===== src/rtl/core/biquad_iir_saturated_top_assert.svh =====
// Assertion macros for the biquad filter block.
// Clocked on clk_i, disabled while rst_ni is low; needs no package.
`ifndef BIQUAD_IIR_SATURATED_TOP_ASSERT_SVH
`define BIQUAD_IIR_SATURATED_TOP_ASSERT_SVH

`ifndef ASSERT_OFF

// pre holds -> post holds in the same cycle
`define BIQ_ASSERT_IMP(name, pre, post) \
  name: assert property (@(posedge clk_i) disable iff (!rst_ni) (pre) |-> (post)) \
    else $error("%m: implication check failed");

// pre holds -> post holds in the next cycle
`define BIQ_ASSERT_NEXT(name, pre, post) \
  name: assert property (@(posedge clk_i) disable iff (!rst_ni) (pre) |=> (post)) \
    else $error("%m: next-cycle check failed");

`else

`define BIQ_ASSERT_IMP(name, pre, post)
`define BIQ_ASSERT_NEXT(name, pre, post)

`endif

`endif


===== src/rtl/core/biq_pkg.sv =====
// Shared types and constants of the biquad filter block.
// Used by biq_cfg, biq_ctrl, biq_dp and the top level; no dependencies.
package biq_pkg;

  localparam int SAMPLE_WIDTH_DEF = 32;
  localparam int COEFF_WIDTH_DEF  = 32;
  localparam int COEFF_INT        = 4;   // integer bits of a coefficient
  localparam int CFG_IDX_W        = 3;

  typedef enum logic [CFG_IDX_W-1:0] {
    REG_B0      = 3'd0,
    REG_B1      = 3'd1,
    REG_B2      = 3'd2,
    REG_A1      = 3'd3,
    REG_A2      = 3'd4,
    REG_OUT_MAX = 3'd5,
    REG_OUT_MIN = 3'd6
  } reg_idx_e;

  typedef enum logic [2:0] {
    MUL_X_B0 = 3'd0,
    MUL_X_B1 = 3'd1,
    MUL_Y_A1 = 3'd2,
    MUL_X_B2 = 3'd3,
    MUL_Y_A2 = 3'd4
  } mul_sel_e;

  typedef enum logic [2:0] {
    OP_NONE   = 3'd0,
    OP_Y      = 3'd1,  // y <= clamp(rnd + d1)
    OP_LOAD   = 3'd2,  // acc <= rnd + d2
    OP_SUB    = 3'd3,  // acc <= acc - rnd
    OP_SWAP   = 3'd4,  // d1 <= sat(acc), acc <= rnd
    OP_FINISH = 3'd5,  // d2 <= sat(acc - rnd)
    OP_CLR    = 3'd6   // d1, d2, y <= 0
  } dp_op_e;

  typedef struct packed {
    logic     capture;
    mul_sel_e mul_sel;
    dp_op_e   op;
    logic     out_load;
  } cmd_t;

  typedef struct packed {
    logic out_free;
  } status_t;

endpackage


===== src/rtl/core/biq_cfg.sv =====
// Coefficient and output limit registers of the biquad filter.
// Depends on biq_pkg for the register index codes.
module biq_cfg #(
  parameter int SampleWidth = biq_pkg::SAMPLE_WIDTH_DEF,
  parameter int CoeffWidth  = biq_pkg::COEFF_WIDTH_DEF,
  localparam int CfgDw      = (SampleWidth > CoeffWidth) ? SampleWidth : CoeffWidth
) (
  input  logic                               clk_i,
  input  logic                               rst_ni,
  input  logic                               cfg_valid_i,
  output logic                               cfg_ready_o,
  input  logic [biq_pkg::CFG_IDX_W-1:0]      cfg_index_i,
  input  logic [CfgDw-1:0]                   cfg_data_i,
  output logic signed [CoeffWidth-1:0]       coef_b0_o,
  output logic signed [CoeffWidth-1:0]       coef_b1_o,
  output logic signed [CoeffWidth-1:0]       coef_b2_o,
  output logic signed [CoeffWidth-1:0]       coef_a1_o,
  output logic signed [CoeffWidth-1:0]       coef_a2_o,
  output logic signed [SampleWidth-1:0]      out_max_o,
  output logic signed [SampleWidth-1:0]      out_min_o
);

  localparam logic [CoeffWidth-1:0] B0Reset =
    CoeffWidth'(1) << (CoeffWidth - biq_pkg::COEFF_INT);
  localparam logic [SampleWidth-1:0] SMax = {1'b0, {(SampleWidth-1){1'b1}}};
  localparam logic [SampleWidth-1:0] SMin = {1'b1, {(SampleWidth-1){1'b0}}};

  logic [CoeffWidth-1:0]  b0_q, b1_q, b2_q, a1_q, a2_q;
  logic [SampleWidth-1:0] max_q, min_q;
  logic                   wr;

  assign cfg_ready_o = 1'b1;
  assign wr          = cfg_valid_i & cfg_ready_o;

  always_ff @(posedge clk_i or negedge rst_ni) begin
    if (!rst_ni) begin
      b0_q  <= B0Reset;
      b1_q  <= '0;
      b2_q  <= '0;
      a1_q  <= '0;
      a2_q  <= '0;
      max_q <= SMax;
      min_q <= SMin;
    end else if (wr) begin
      unique case (biq_pkg::reg_idx_e'(cfg_index_i))
        biq_pkg::REG_B0:      b0_q  <= cfg_data_i[CoeffWidth-1:0];
        biq_pkg::REG_B1:      b1_q  <= cfg_data_i[CoeffWidth-1:0];
        biq_pkg::REG_B2:      b2_q  <= cfg_data_i[CoeffWidth-1:0];
        biq_pkg::REG_A1:      a1_q  <= cfg_data_i[CoeffWidth-1:0];
        biq_pkg::REG_A2:      a2_q  <= cfg_data_i[CoeffWidth-1:0];
        biq_pkg::REG_OUT_MAX: max_q <= cfg_data_i[SampleWidth-1:0];
        biq_pkg::REG_OUT_MIN: min_q <= cfg_data_i[SampleWidth-1:0];
        default: ;
      endcase
    end
  end

  assign coef_b0_o = signed'(b0_q);
  assign coef_b1_o = signed'(b1_q);
  assign coef_b2_o = signed'(b2_q);
  assign coef_a1_o = signed'(a1_q);
  assign coef_a2_o = signed'(a2_q);
  assign out_max_o = signed'(max_q);
  assign out_min_o = signed'(min_q);

endmodule


===== src/rtl/core/biq_ctrl.sv =====
// Sequencer of the biquad filter: one state per multiply/accumulate step.
// Depends on biq_pkg for the command and status structs.
module biq_ctrl (
  input  logic             clk_i,
  input  logic             rst_ni,
  input  logic             in_valid_i,
  input  logic             in_action_i,
  output logic             in_ready_o,
  output biq_pkg::cmd_t    cmd_o,
  input  biq_pkg::status_t status_i
);

  typedef enum logic [8:0] {
    ST_IDLE = 9'b000000001,
    ST_B0   = 9'b000000010,
    ST_Y    = 9'b000000100,
    ST_A1   = 9'b000001000,
    ST_B2   = 9'b000010000,
    ST_A2   = 9'b000100000,
    ST_D2   = 9'b001000000,
    ST_CLR  = 9'b010000000,
    ST_OUT  = 9'b100000000
  } state_e;

  state_e state_q, state_d;

  always_comb begin
    state_d        = state_q;
    in_ready_o     = 1'b0;
    cmd_o.capture  = 1'b0;
    cmd_o.mul_sel  = biq_pkg::MUL_X_B0;
    cmd_o.op       = biq_pkg::OP_NONE;
    cmd_o.out_load = 1'b0;
    unique case (state_q)
      ST_IDLE: begin
        in_ready_o = 1'b1;
        if (in_valid_i) begin
          cmd_o.capture = 1'b1;
          state_d       = in_action_i ? ST_CLR : ST_B0;
        end
      end
      ST_B0: begin
        cmd_o.mul_sel = biq_pkg::MUL_X_B0;
        state_d       = ST_Y;
      end
      ST_Y: begin
        cmd_o.op      = biq_pkg::OP_Y;
        cmd_o.mul_sel = biq_pkg::MUL_X_B1;
        state_d       = ST_A1;
      end
      ST_A1: begin
        cmd_o.op      = biq_pkg::OP_LOAD;
        cmd_o.mul_sel = biq_pkg::MUL_Y_A1;
        state_d       = ST_B2;
      end
      ST_B2: begin
        cmd_o.op      = biq_pkg::OP_SUB;
        cmd_o.mul_sel = biq_pkg::MUL_X_B2;
        state_d       = ST_A2;
      end
      ST_A2: begin
        cmd_o.op      = biq_pkg::OP_SWAP;
        cmd_o.mul_sel = biq_pkg::MUL_Y_A2;
        state_d       = ST_D2;
      end
      ST_D2: begin
        cmd_o.op = biq_pkg::OP_FINISH;
        state_d  = ST_OUT;
      end
      ST_CLR: begin
        cmd_o.op = biq_pkg::OP_CLR;
        state_d  = ST_OUT;
      end
      ST_OUT: begin
        if (status_i.out_free) begin
          cmd_o.out_load = 1'b1;
          state_d        = ST_IDLE;
        end
      end
      default: state_d = ST_IDLE;
    endcase
  end

  always_ff @(posedge clk_i or negedge rst_ni) begin
    if (!rst_ni) begin
      state_q <= ST_IDLE;
    end else begin
      state_q <= state_d;
    end
  end

endmodule


===== src/rtl/core/biq_dp.sv =====
// Datapath of the biquad filter: shared multiplier, rounding, accumulator,
// delays, clamp and the output register. Depends on biq_pkg.
module biq_dp #(
  parameter int SampleWidth = biq_pkg::SAMPLE_WIDTH_DEF,
  parameter int CoeffWidth  = biq_pkg::COEFF_WIDTH_DEF
) (
  input  logic                          clk_i,
  input  logic                          rst_ni,
  input  biq_pkg::cmd_t                 cmd_i,
  output biq_pkg::status_t              status_o,
  input  logic signed [SampleWidth-1:0] sample_i,
  input  logic signed [CoeffWidth-1:0]  coef_b0_i,
  input  logic signed [CoeffWidth-1:0]  coef_b1_i,
  input  logic signed [CoeffWidth-1:0]  coef_b2_i,
  input  logic signed [CoeffWidth-1:0]  coef_a1_i,
  input  logic signed [CoeffWidth-1:0]  coef_a2_i,
  input  logic signed [SampleWidth-1:0] out_max_i,
  input  logic signed [SampleWidth-1:0] out_min_i,
  output logic                          out_valid_o,
  input  logic                          out_ready_i,
  output logic signed [SampleWidth-1:0] out_data_o
);

  localparam int Pw = SampleWidth + CoeffWidth;
  localparam int Cf = CoeffWidth - biq_pkg::COEFF_INT;
  localparam int Rw = Pw - Cf;
  localparam int Yw = Rw + 1;
  localparam int Aw = Rw + 2;
  localparam logic [Pw-1:0] Half = Pw'(1) << (Cf - 1);
  localparam logic signed [SampleWidth-1:0] SMax = {1'b0, {(SampleWidth-1){1'b1}}};
  localparam logic signed [SampleWidth-1:0] SMin = {1'b1, {(SampleWidth-1){1'b0}}};

  logic signed [SampleWidth-1:0] x_q, y_q, d1_q, d2_q, out_q;
  logic signed [SampleWidth-1:0] mul_a, y_clamp;
  logic signed [CoeffWidth-1:0]  mul_b;
  logic signed [Pw-1:0]          prod_q, prod_d, rnd_full;
  logic signed [Rw-1:0]          rnd;
  logic signed [Yw-1:0]          ysum;
  logic signed [Aw-1:0]          acc_q, diff;
  logic                          out_valid_q;

  function automatic logic signed [SampleWidth-1:0] sat(input logic signed [Aw-1:0] v);
    logic signed [SampleWidth-1:0] r;
    if (v > Aw'(SMax)) begin
      r = SMax;
    end else if (v < Aw'(SMin)) begin
      r = SMin;
    end else begin
      r = v[SampleWidth-1:0];
    end
    return r;
  endfunction

  always_comb begin
    mul_a = x_q;
    mul_b = coef_b0_i;
    case (cmd_i.mul_sel)
      biq_pkg::MUL_X_B0: begin mul_a = x_q; mul_b = coef_b0_i; end
      biq_pkg::MUL_X_B1: begin mul_a = x_q; mul_b = coef_b1_i; end
      biq_pkg::MUL_Y_A1: begin mul_a = y_q; mul_b = coef_a1_i; end
      biq_pkg::MUL_X_B2: begin mul_a = x_q; mul_b = coef_b2_i; end
      biq_pkg::MUL_Y_A2: begin mul_a = y_q; mul_b = coef_a2_i; end
      default: ;
    endcase
  end

  assign prod_d   = Pw'(mul_a) * Pw'(mul_b);
  // round half up, then drop the fractional coefficient bits
  assign rnd_full = prod_q + signed'(Half);
  assign rnd      = signed'(rnd_full[Pw-1:Cf]);
  assign ysum     = Yw'(rnd) + Yw'(d1_q);
  assign diff     = acc_q - Aw'(rnd);

  always_comb begin
    if (ysum > Yw'(out_max_i)) begin
      y_clamp = out_max_i;
    end else if (ysum < Yw'(out_min_i)) begin
      y_clamp = out_min_i;
    end else begin
      y_clamp = ysum[SampleWidth-1:0];
    end
  end

  always_ff @(posedge clk_i) begin
    prod_q <= prod_d;
    if (cmd_i.capture) begin
      x_q <= sample_i;
    end
    case (cmd_i.op)
      biq_pkg::OP_Y:    y_q   <= y_clamp;
      biq_pkg::OP_LOAD: acc_q <= Aw'(rnd) + Aw'(d2_q);
      biq_pkg::OP_SUB:  acc_q <= diff;
      biq_pkg::OP_SWAP: acc_q <= Aw'(rnd);
      biq_pkg::OP_CLR:  y_q   <= '0;
      default: ;
    endcase
    if (cmd_i.out_load) begin
      out_q <= y_q;
    end
  end

  always_ff @(posedge clk_i or negedge rst_ni) begin
    if (!rst_ni) begin
      d1_q <= '0;
      d2_q <= '0;
    end else begin
      case (cmd_i.op)
        biq_pkg::OP_SWAP:   d1_q <= sat(acc_q);
        biq_pkg::OP_FINISH: d2_q <= sat(diff);
        biq_pkg::OP_CLR: begin
          d1_q <= '0;
          d2_q <= '0;
        end
        default: ;
      endcase
    end
  end

  always_ff @(posedge clk_i or negedge rst_ni) begin
    if (!rst_ni) begin
      out_valid_q <= 1'b0;
    end else if (cmd_i.out_load) begin
      out_valid_q <= 1'b1;
    end else if (out_ready_i) begin
      out_valid_q <= 1'b0;
    end
  end

  assign status_o.out_free = ~out_valid_q | out_ready_i;
  assign out_valid_o       = out_valid_q;
  assign out_data_o        = out_q;

endmodule


===== src/rtl/core/biquad_iir_saturated_top.sv =====
// Channel   | dir | handshake                    | payload
// s_axis    | in  | s_axis_tvalid/s_axis_tready  | tdata: sample_in; tuser: action
// m_axis    | out | m_axis_tvalid/m_axis_tready  | tdata: sample_out
// cfg       | in  | cfg_valid_i/cfg_ready_o      | cfg_index_i, cfg_data_i
// A clear word skips the filter's multiply steps; one product per cycle on the
// single shared multiplier. A finished word waits in the output register while
// the next input word is taken. Reset is asynchronous, active low; delays
// clear at once and the registers take their defaults. cfg is always ready.
// Top level of the biquad filter; uses biq_pkg, biq_cfg, biq_ctrl, biq_dp.
`include "biquad_iir_saturated_top_assert.svh"

module biquad_iir_saturated_top #(
  parameter int SAMPLE_WIDTH = biq_pkg::SAMPLE_WIDTH_DEF,
  parameter int COEFF_WIDTH  = biq_pkg::COEFF_WIDTH_DEF,
  localparam int CfgDw       = (SAMPLE_WIDTH > COEFF_WIDTH) ? SAMPLE_WIDTH : COEFF_WIDTH,
  localparam int TdataW      = ((SAMPLE_WIDTH + 7) / 8) * 8
) (
  input  logic                          clk_i,
  input  logic                          rst_ni,
  input  logic                          s_axis_tvalid,
  output logic                          s_axis_tready,
  input  logic [TdataW-1:0]             s_axis_tdata,  // sample_in
  input  logic                          s_axis_tuser,  // action
  output logic                          m_axis_tvalid,
  input  logic                          m_axis_tready,
  output logic [TdataW-1:0]             m_axis_tdata,  // sample_out
  input  logic                          cfg_valid_i,
  output logic                          cfg_ready_o,
  input  logic [biq_pkg::CFG_IDX_W-1:0] cfg_index_i,
  input  logic [CfgDw-1:0]              cfg_data_i
);

  logic signed [COEFF_WIDTH-1:0]  coef_b0, coef_b1, coef_b2, coef_a1, coef_a2;
  logic signed [SAMPLE_WIDTH-1:0] out_max, out_min, out_data;
  biq_pkg::cmd_t                  cmd;
  biq_pkg::status_t               status;

  biq_cfg #(
    .SampleWidth(SAMPLE_WIDTH),
    .CoeffWidth (COEFF_WIDTH)
  ) u_cfg (
    .clk_i      (clk_i),
    .rst_ni     (rst_ni),
    .cfg_valid_i(cfg_valid_i),
    .cfg_ready_o(cfg_ready_o),
    .cfg_index_i(cfg_index_i),
    .cfg_data_i (cfg_data_i),
    .coef_b0_o  (coef_b0),
    .coef_b1_o  (coef_b1),
    .coef_b2_o  (coef_b2),
    .coef_a1_o  (coef_a1),
    .coef_a2_o  (coef_a2),
    .out_max_o  (out_max),
    .out_min_o  (out_min)
  );

  biq_ctrl u_ctrl (
    .clk_i      (clk_i),
    .rst_ni     (rst_ni),
    .in_valid_i (s_axis_tvalid),
    .in_action_i(s_axis_tuser),
    .in_ready_o (s_axis_tready),
    .cmd_o      (cmd),
    .status_i   (status)
  );

  biq_dp #(
    .SampleWidth(SAMPLE_WIDTH),
    .CoeffWidth (COEFF_WIDTH)
  ) u_dp (
    .clk_i      (clk_i),
    .rst_ni     (rst_ni),
    .cmd_i      (cmd),
    .status_o   (status),
    .sample_i   (signed'(s_axis_tdata[SAMPLE_WIDTH-1:0])),
    .coef_b0_i  (coef_b0),
    .coef_b1_i  (coef_b1),
    .coef_b2_i  (coef_b2),
    .coef_a1_i  (coef_a1),
    .coef_a2_i  (coef_a2),
    .out_max_i  (out_max),
    .out_min_i  (out_min),
    .out_valid_o(m_axis_tvalid),
    .out_ready_i(m_axis_tready),
    .out_data_o (out_data)
  );

  assign m_axis_tdata = TdataW'($unsigned(out_data));

  `BIQ_ASSERT_NEXT(a_busy_after_accept, s_axis_tvalid && s_axis_tready, !s_axis_tready)
  `BIQ_ASSERT_IMP(a_no_overwrite, cmd.out_load, !(m_axis_tvalid && !m_axis_tready))
  `BIQ_ASSERT_IMP(a_capture_on_accept, cmd.capture, s_axis_tvalid && s_axis_tready)

endmodule


===== config.mk =====
export PLATFORM = sky130hd
export DESIGN_NAME = biquad_iir_saturated_top
export DESIGN_NICKNAME = d
export VERILOG_FILES = /design/src/rtl/core/biq_pkg.sv /design/src/rtl/core/biq_cfg.sv /design/src/rtl/core/biq_ctrl.sv /design/src/rtl/core/biq_dp.sv /design/src/rtl/core/biquad_iir_saturated_top.sv
export VERILOG_INCLUDE_DIRS = /design/src /design/src/rtl/core
export SDC_FILE = /design/constraint.sdc
export NUM_CORES = 2
export LEC_CHECK = 0
export BUFFER_PORTS_ARGS = -buffer_cell sky130_fd_sc_hd__buf_2
export CAP_MARGIN = 5
export CORE_MARGIN = 4
export CORE_UTILIZATION = 31
export CTS_CLUSTER_DIAMETER = 60
export DETAILED_ROUTE_END_ITERATION = 10
export SLEW_MARGIN = 20
export SYNTH_ARGS = -nofsm -noshare
export SYNTH_HDL_FRONTEND = slang
export SYNTH_SLANG_ARGS = --single-unit

===== constraint.sdc =====
create_clock -name clk_i -period 30.6 [get_ports clk_i]
set_clock_uncertainty 0.15 [all_clocks]
set_input_delay 0 -clock clk_i [delete_from_list [all_inputs] [get_ports clk_i]]
set_output_delay 0 -clock clk_i [all_outputs]
set_load 0.005 [all_outputs]

Yosys cells after proc, flatten, opt, wreduce, memory -nomap -nowiden
Index checks and enable logic that the tools add are counted.
W data, S select, Z words.
{ "totals": {"register_bits": 496, "input_bits": 73, "out_inout_bits": 35, "wordCells": 97} }
{ "op_classes": {"n_addsub": 4, "mul": 1, "n_lt_le_gt_ge": 6, "n_eq_ne": 27, "mux": 25, "n_bitwise": 2, "reduce_logical": 16} }
{ "op_table": {"columns": ["op", "n"], "rows": [
  ["$mux W32", 7],
  ["$pmux W32 S2", 3],
  ["$pmux W32 S4", 1],
  ["$pmux W38 S3", 1],
  ["$gt A38 B32 Y1 const B", 2],
  ["$lt A38 B32 Y1 const B", 2],
  ["$add A36 B32 Y37", 2],
  ["$pmux W9 S8", 1],
  ["$add A64 B29 Y64 const B", 1],
  ["$mul A32 B32 Y64", 1],
  ["$sub A38 B36 Y38", 1],
  ["$gt A37 B32 Y1", 1],
  ["$lt A37 B32 Y1", 1],
  ["$eq A3 B3 Y1 const B", 7],
  ["$eq A3 B2 Y1 const B", 6],
  ["$mux W9", 2],
  ["$pmux W3 S6", 1],
  ["$reduce_and A2 Y1", 8],
  ["$pmux W3 S4", 1],
  ["$eq A3 B1 Y1 const B", 3],
  ["$eq A9 B1 Y1 const B", 1],
  ["$eq A9 B2 Y1 const B", 1],
  ["$eq A9 B3 Y1 const B", 1],
  ["$eq A9 B4 Y1 const B", 1],
  ["other kinds (14)", 25]
]} }

Depth between registers and ports, before layout
{ "logic_depth": {"ltp_word": 6, "ltp_mapped": 41, "ltp_nobuf": 35} }

Hierarchy
Synthesis repeated with hierarchy kept, for this count alone.
{ "unflattened": {"cells_unflattened": 6412, "area_unflattened_um2": 62104.6} }
{ "by_module_without_submodules": {"columns": ["mod", "instances", "cells_each", "area_per_inst_um2", "seq_area_each_um2"], "rows": [
  ["biq_dp", 1, 5866, 53074.7, 6391.1],
  ["biq_cfg", 1, 485, 8430.6, 5646.7],
  ["biq_ctrl", 1, 61, 599.3, 226.5]
]} }

Least setup slack after synthesis
OpenSTA, ideal clock, no wires.
{ "synth_timing": {"kind": "register to register", "startpoint": "reg u_ctrl.state_q[5]", "endpoint": "reg u_dp.prod_q[63]", "setup_ns": 0.072, "arrival_time_ns": 9.554, "t_required_ns": 30.378, "slack_ns": 20.824, "path_stages_with_launch": 36, "path_buffers": 5, "synth_period_minus_slack_ns": 9.776, "path_cell_list": "dfrtp_1 buf_2 or4_1 clkbuf_1 nor2_1 and2_0 buf_2 buf_1 a222oi_1 nand2_1 clkbuf_1 nand2_1 inv_1 fa_1 fa_1 fa_1 fa_1 inv_1 fa_1 inv_1 fa_1 inv_1 fa_1 inv_1 fa_1 ha_1 a21o_1 a21o_1 a21oi_1 o2111ai_1 a2111oi_0 a211oi_1 a21oi_1 nand2_1 a21oi_1 xnor2_1"} }
{ "synth_via": {"elab_chain_len": 6, "word_cells_on_any_way": 13, "cone_classes": "mul (1); eq/ne (8); mux (3); reduce/logical (1)"} }
{ "synth_lines": {"columns": ["item", "line_no", "rtl"], "rows": [
  ["start: declaration", "biq_ctrl.sv:25", "state_e state_q, state_d;"],
  ["start signal: assignment", "biq_ctrl.sv:88", "state_q <= state_d;"],
  ["$eq A9 B6 Y1, or another cell as far along", "biq_ctrl.sv:34", "unique case (state_q)"],
  ["$pmux W3 S4 *", "biq_ctrl.sv:34", null],
  ["$eq A3 B2 Y1 / $eq A3 B3 Y1 (equally long branches)", "biq_dp.sv:57", "case (cmd_i.mul_sel)"],
  ["$reduce_or A2 Y1 (no line)", null, null],
  ["$mux W32", "biq_dp.sv:57", null],
  ["$mul A32 B32 Y64 *", "biq_dp.sv:67", "assign prod_d = Pw'(mul_a) * Pw'(mul_b);"],
  ["named net u_dp.prod_d[63]", "biq_dp.sv:36", "logic signed [Pw-1:0] prod_q, prod_d, rnd_full;"],
  ["end signal: assignment", "biq_dp.sv:85", "prod_q <= prod_d;"],
  ["end: declaration", "biq_dp.sv:36", null]
]} }
The timed path passes the listed nets; every way through them passes the cells marked *.
A chain may end at the register's enable or synchronous reset.

Final worst setup path
{ "layout_timing": {"startpoint": "reg u_ctrl.state_q[1]", "endpoint": "reg u_dp.prod_q[63]"} }
The elaborated chain is that of the path after synthesis.

==> results_dict.tcl <==
set metrics [dict create \
    first_pass_iters 8 \
    track_usage_pct 19.4 \
    async_flop_share_pct 63.5 \
    htree_levels 2 \
    cts_setup_buffers 0 \
    routabilityCongestion 0.944 \
    drt_iter0_drc 3764 \
    dp_cells 8866 \
    avgRoutedWirePerCell_um 21.8 \
    min_period_ns 12.19 \
    coreArea_um2 197000 \
    drv_slew 0 \
    vias_per_cell 5.11 \
    rows 163 \
    synth.area.top_cells "fa_1, dfrtp_1, ha_1" \
    status "complete, no violations" \
    cts_made_buffers 57 \
    syn_area_per_cell_um2 9.77 \
    hold_viol 0 \
    cts_sinks 469 \
    postCtsHoldBufs 107 \
    crit_fanout 34 \
    syn_to_final_growth_pct 11.4 \
    fmax_mhz 82.1 \
    hold_start "cfg_valid_i" \
    hold_class "in -> reg" \
    relSlewSlack_pct 25.5 \
    clk_path_buf_depth 3 \
    cp.arrival_ns 12.56 \
    routed-via-count 46500 \
    grt_setup_unrepaired "false" \
    r2r_start "u_ctrl.state_q[1]" \
    regArea_um2 12300 \
    die_h_um 453 \
    initial_core_util_pct 31.1 \
    yosys.area.top_type "fa_1" \
    required_ns 30.98 \
    io_pins 108 \
    wl_met3_mm 14.4 \
    totalWireLength_mm 199 \
    synth_ff_type "dfrtp_1" \
    highest_layer "met5" \
    io_buffers 106 \
    r2r_slack_ns 18.41 \
    worst_pin_slew_ns 1.12 \
    finalSetupViolations 0 \
    fillers 19800 \
    crit_path_frequent_cell "fa_1" \
    worst_r2r_endpoint "u_dp.prod_q[63]" \
    synth_area_um2 61400 \
    ant_nets 0 \
    yosysMostFrequentCell "fa_1" \
    cts_tree "yes" \
    drc 0 \
    end_kind "register" \
    antenna_found_initial 21 \
    cts_resized 0 \
    period_share_pct 39.8 \
    synthCells 6283 \
    holdPathStages 4 \
    finalNonFillerCells 9090 \
    wl_met1_mm 81.2 \
    final.setup.tns_ns 0 \
    synth_edf_count 134 \
    grt_pass1_vias 49200 \
    synth_top_area_share_pct 35.3 \
    ys_seq_area_share_pct 20.0 \
    multi_input_area_um2 44400 \
    clkTransAtPathRegs_ns 0.07 \
    cts_root_buf "clkbuf_16" \
    synth.distinct_cells 93 \
    path_class "reg -> reg" \
    grt-ovfl-total 0 \
    grt_max_degree 87 \
    synth-seq-cells 469 \
    hpwl_mm 156 \
    critPathSlowestCell "fa_1" \
    final_nets 7912 \
    drv_cap 0 \
    worstHoldEndpoint "u_cfg.out_min_o[18]" \
    grt_pass1_wl_mm 305 \
    slowest_delay_ns 0.97 \
    wl_met2_mm 92.7 \
    syn_nets 7803 \
    synthTopCellsByCount "fa_1, inv_1, nor2_1, nand2_1, ha_1" \
    clk_latency_ns 0.70 \
    startpoint_type "register" \
    ff2ff_path_depth 34 \
    post_route_cells_drive_above_1_share_pct 11.1 \
    dieArea_um2 205000 \
    die_w_um 453 \
    yosysWarnings 0 \
]
==> area by class of cell <==
type                       count  area share (%)
antenna                        9          0.0329
clock buffer                  70            2.25
clock inverter                38           0.584
inverter                    1085            5.96
multi-input combinational   4466            64.9
sequential                   469            17.9
tap                         2640            4.83
timing repair buffer         313            3.49
==> state kept, by name (all words and copies together), names as in the netlist <==
register and count:
u_dp.y_q 32, u_cfg.coef_b1_o 32, u_cfg.coef_b2_o 32, u_cfg.coef_a1_o 32, u_cfg.out_min_o 32, u_dp.acc_q 38
u_dp.x_q 32, u_dp.out_valid_o 1, u_cfg.coef_a2_o 32, u_dp.d2_q 32, u_dp.d1_q 32, u_cfg.coef_b0_o 32
u_ctrl.state_q 9, u_dp.prod_q 37, u_dp.out_data_o 32, u_cfg.out_max_o 32
==> cells in the final DEF, fill, tap and decap left out, drive strengths merged, types with 34 or more instances in the layout <==
master	count
a21oi	198
mux2i	65
a22oi	47
and3	41
a21o	126
clkbuf	70
dfxtp	37
nor2b	37
xnor2	105
nand4	40
xor2	76
buf	207
edfxtp	134
inv	1092
fa	1084
nor3	42
nor2	715
dfstp	34
ha	363
nand2b	41
dlygate4sd3	106
o21ai	132
nand3	52
dfrtp	264
a211oi	44
nand2	712
mux2	257
==> worst max path at each step <==
| stage | from | to | depth (start not counted) | slack, ns |
|---|---|---|---|---|
| floorplan | u_ctrl.state_q[5] | u_dp.prod_q[63] | 35 | 20.82 |
| global placement | u_ctrl.state_q[1] | u_dp.prod_q[63] | 33 | 18.81 |
| detailed placement | u_ctrl.state_q[1] | u_dp.prod_q[63] | 34 | 18.53 |
| CTS | u_ctrl.state_q[1] | u_dp.prod_q[63] | 34 | 18.43 |
| global route | u_ctrl.state_q[1] | u_dp.prod_q[63] | 34 | 17.87 |
| finish | u_ctrl.state_q[1] | u_dp.prod_q[63] | 34 | 18.41 |
==> per-layer routing <==
| layer | global-route usage (%) | up-vias |
|---|---|---|
| met2 | 31.9 | 1765 |
| li1 | - | 20200 |
| met3 | 2.63 | 405 |
| met4 | 8.21 | 8 |
| met1 | 25.8 | 24200 |
| met5 | 0 | - |
==> metrics by stage <==
stage,worst slack (ns),hold WS (ns),instance area [µm²],utilization [%]
2_1_floorplan,20.82,-0.446,61400,-
3_3_place_gp,18.81,-0.0977,65300,33.1
3_5_place_dp,18.53,-0.0896,65300,33.1
4_1_cts,18.43,0.00168,68400,34.7
5_1_grt,17.87,0.0520,68400,34.7
6_report,18.41,0.0400,68400,34.7
==> worst max-delay path, delay by kind of cell (launching register included) <==
kind	cells	cell delay [ns]
buffers and inverters	9	2.45
and+or+nand+nor	6	1.95
DFF	1	0.44
xor gates and xnor gates	1	0.13
adders and majority gates	9	4.73
AOI/OAI and AO/OA	9	2.17
==> cells by family after synthesis <==
family          Yosys count  synth area share [%]
compound gates          750                  8.40
xor+xnor                181                  2.61
fa+ha+maj              1447                  42.7
buf+inv                1348                  8.34
flops                   469                  20.0
mux                     322                  5.78
other cells               1               0.00611
simple gates           1765                  12.2
Power is left out: the tool's default activity adds up to more than one toggle a clock period on the data nets, which glitch-free logic cannot reach.
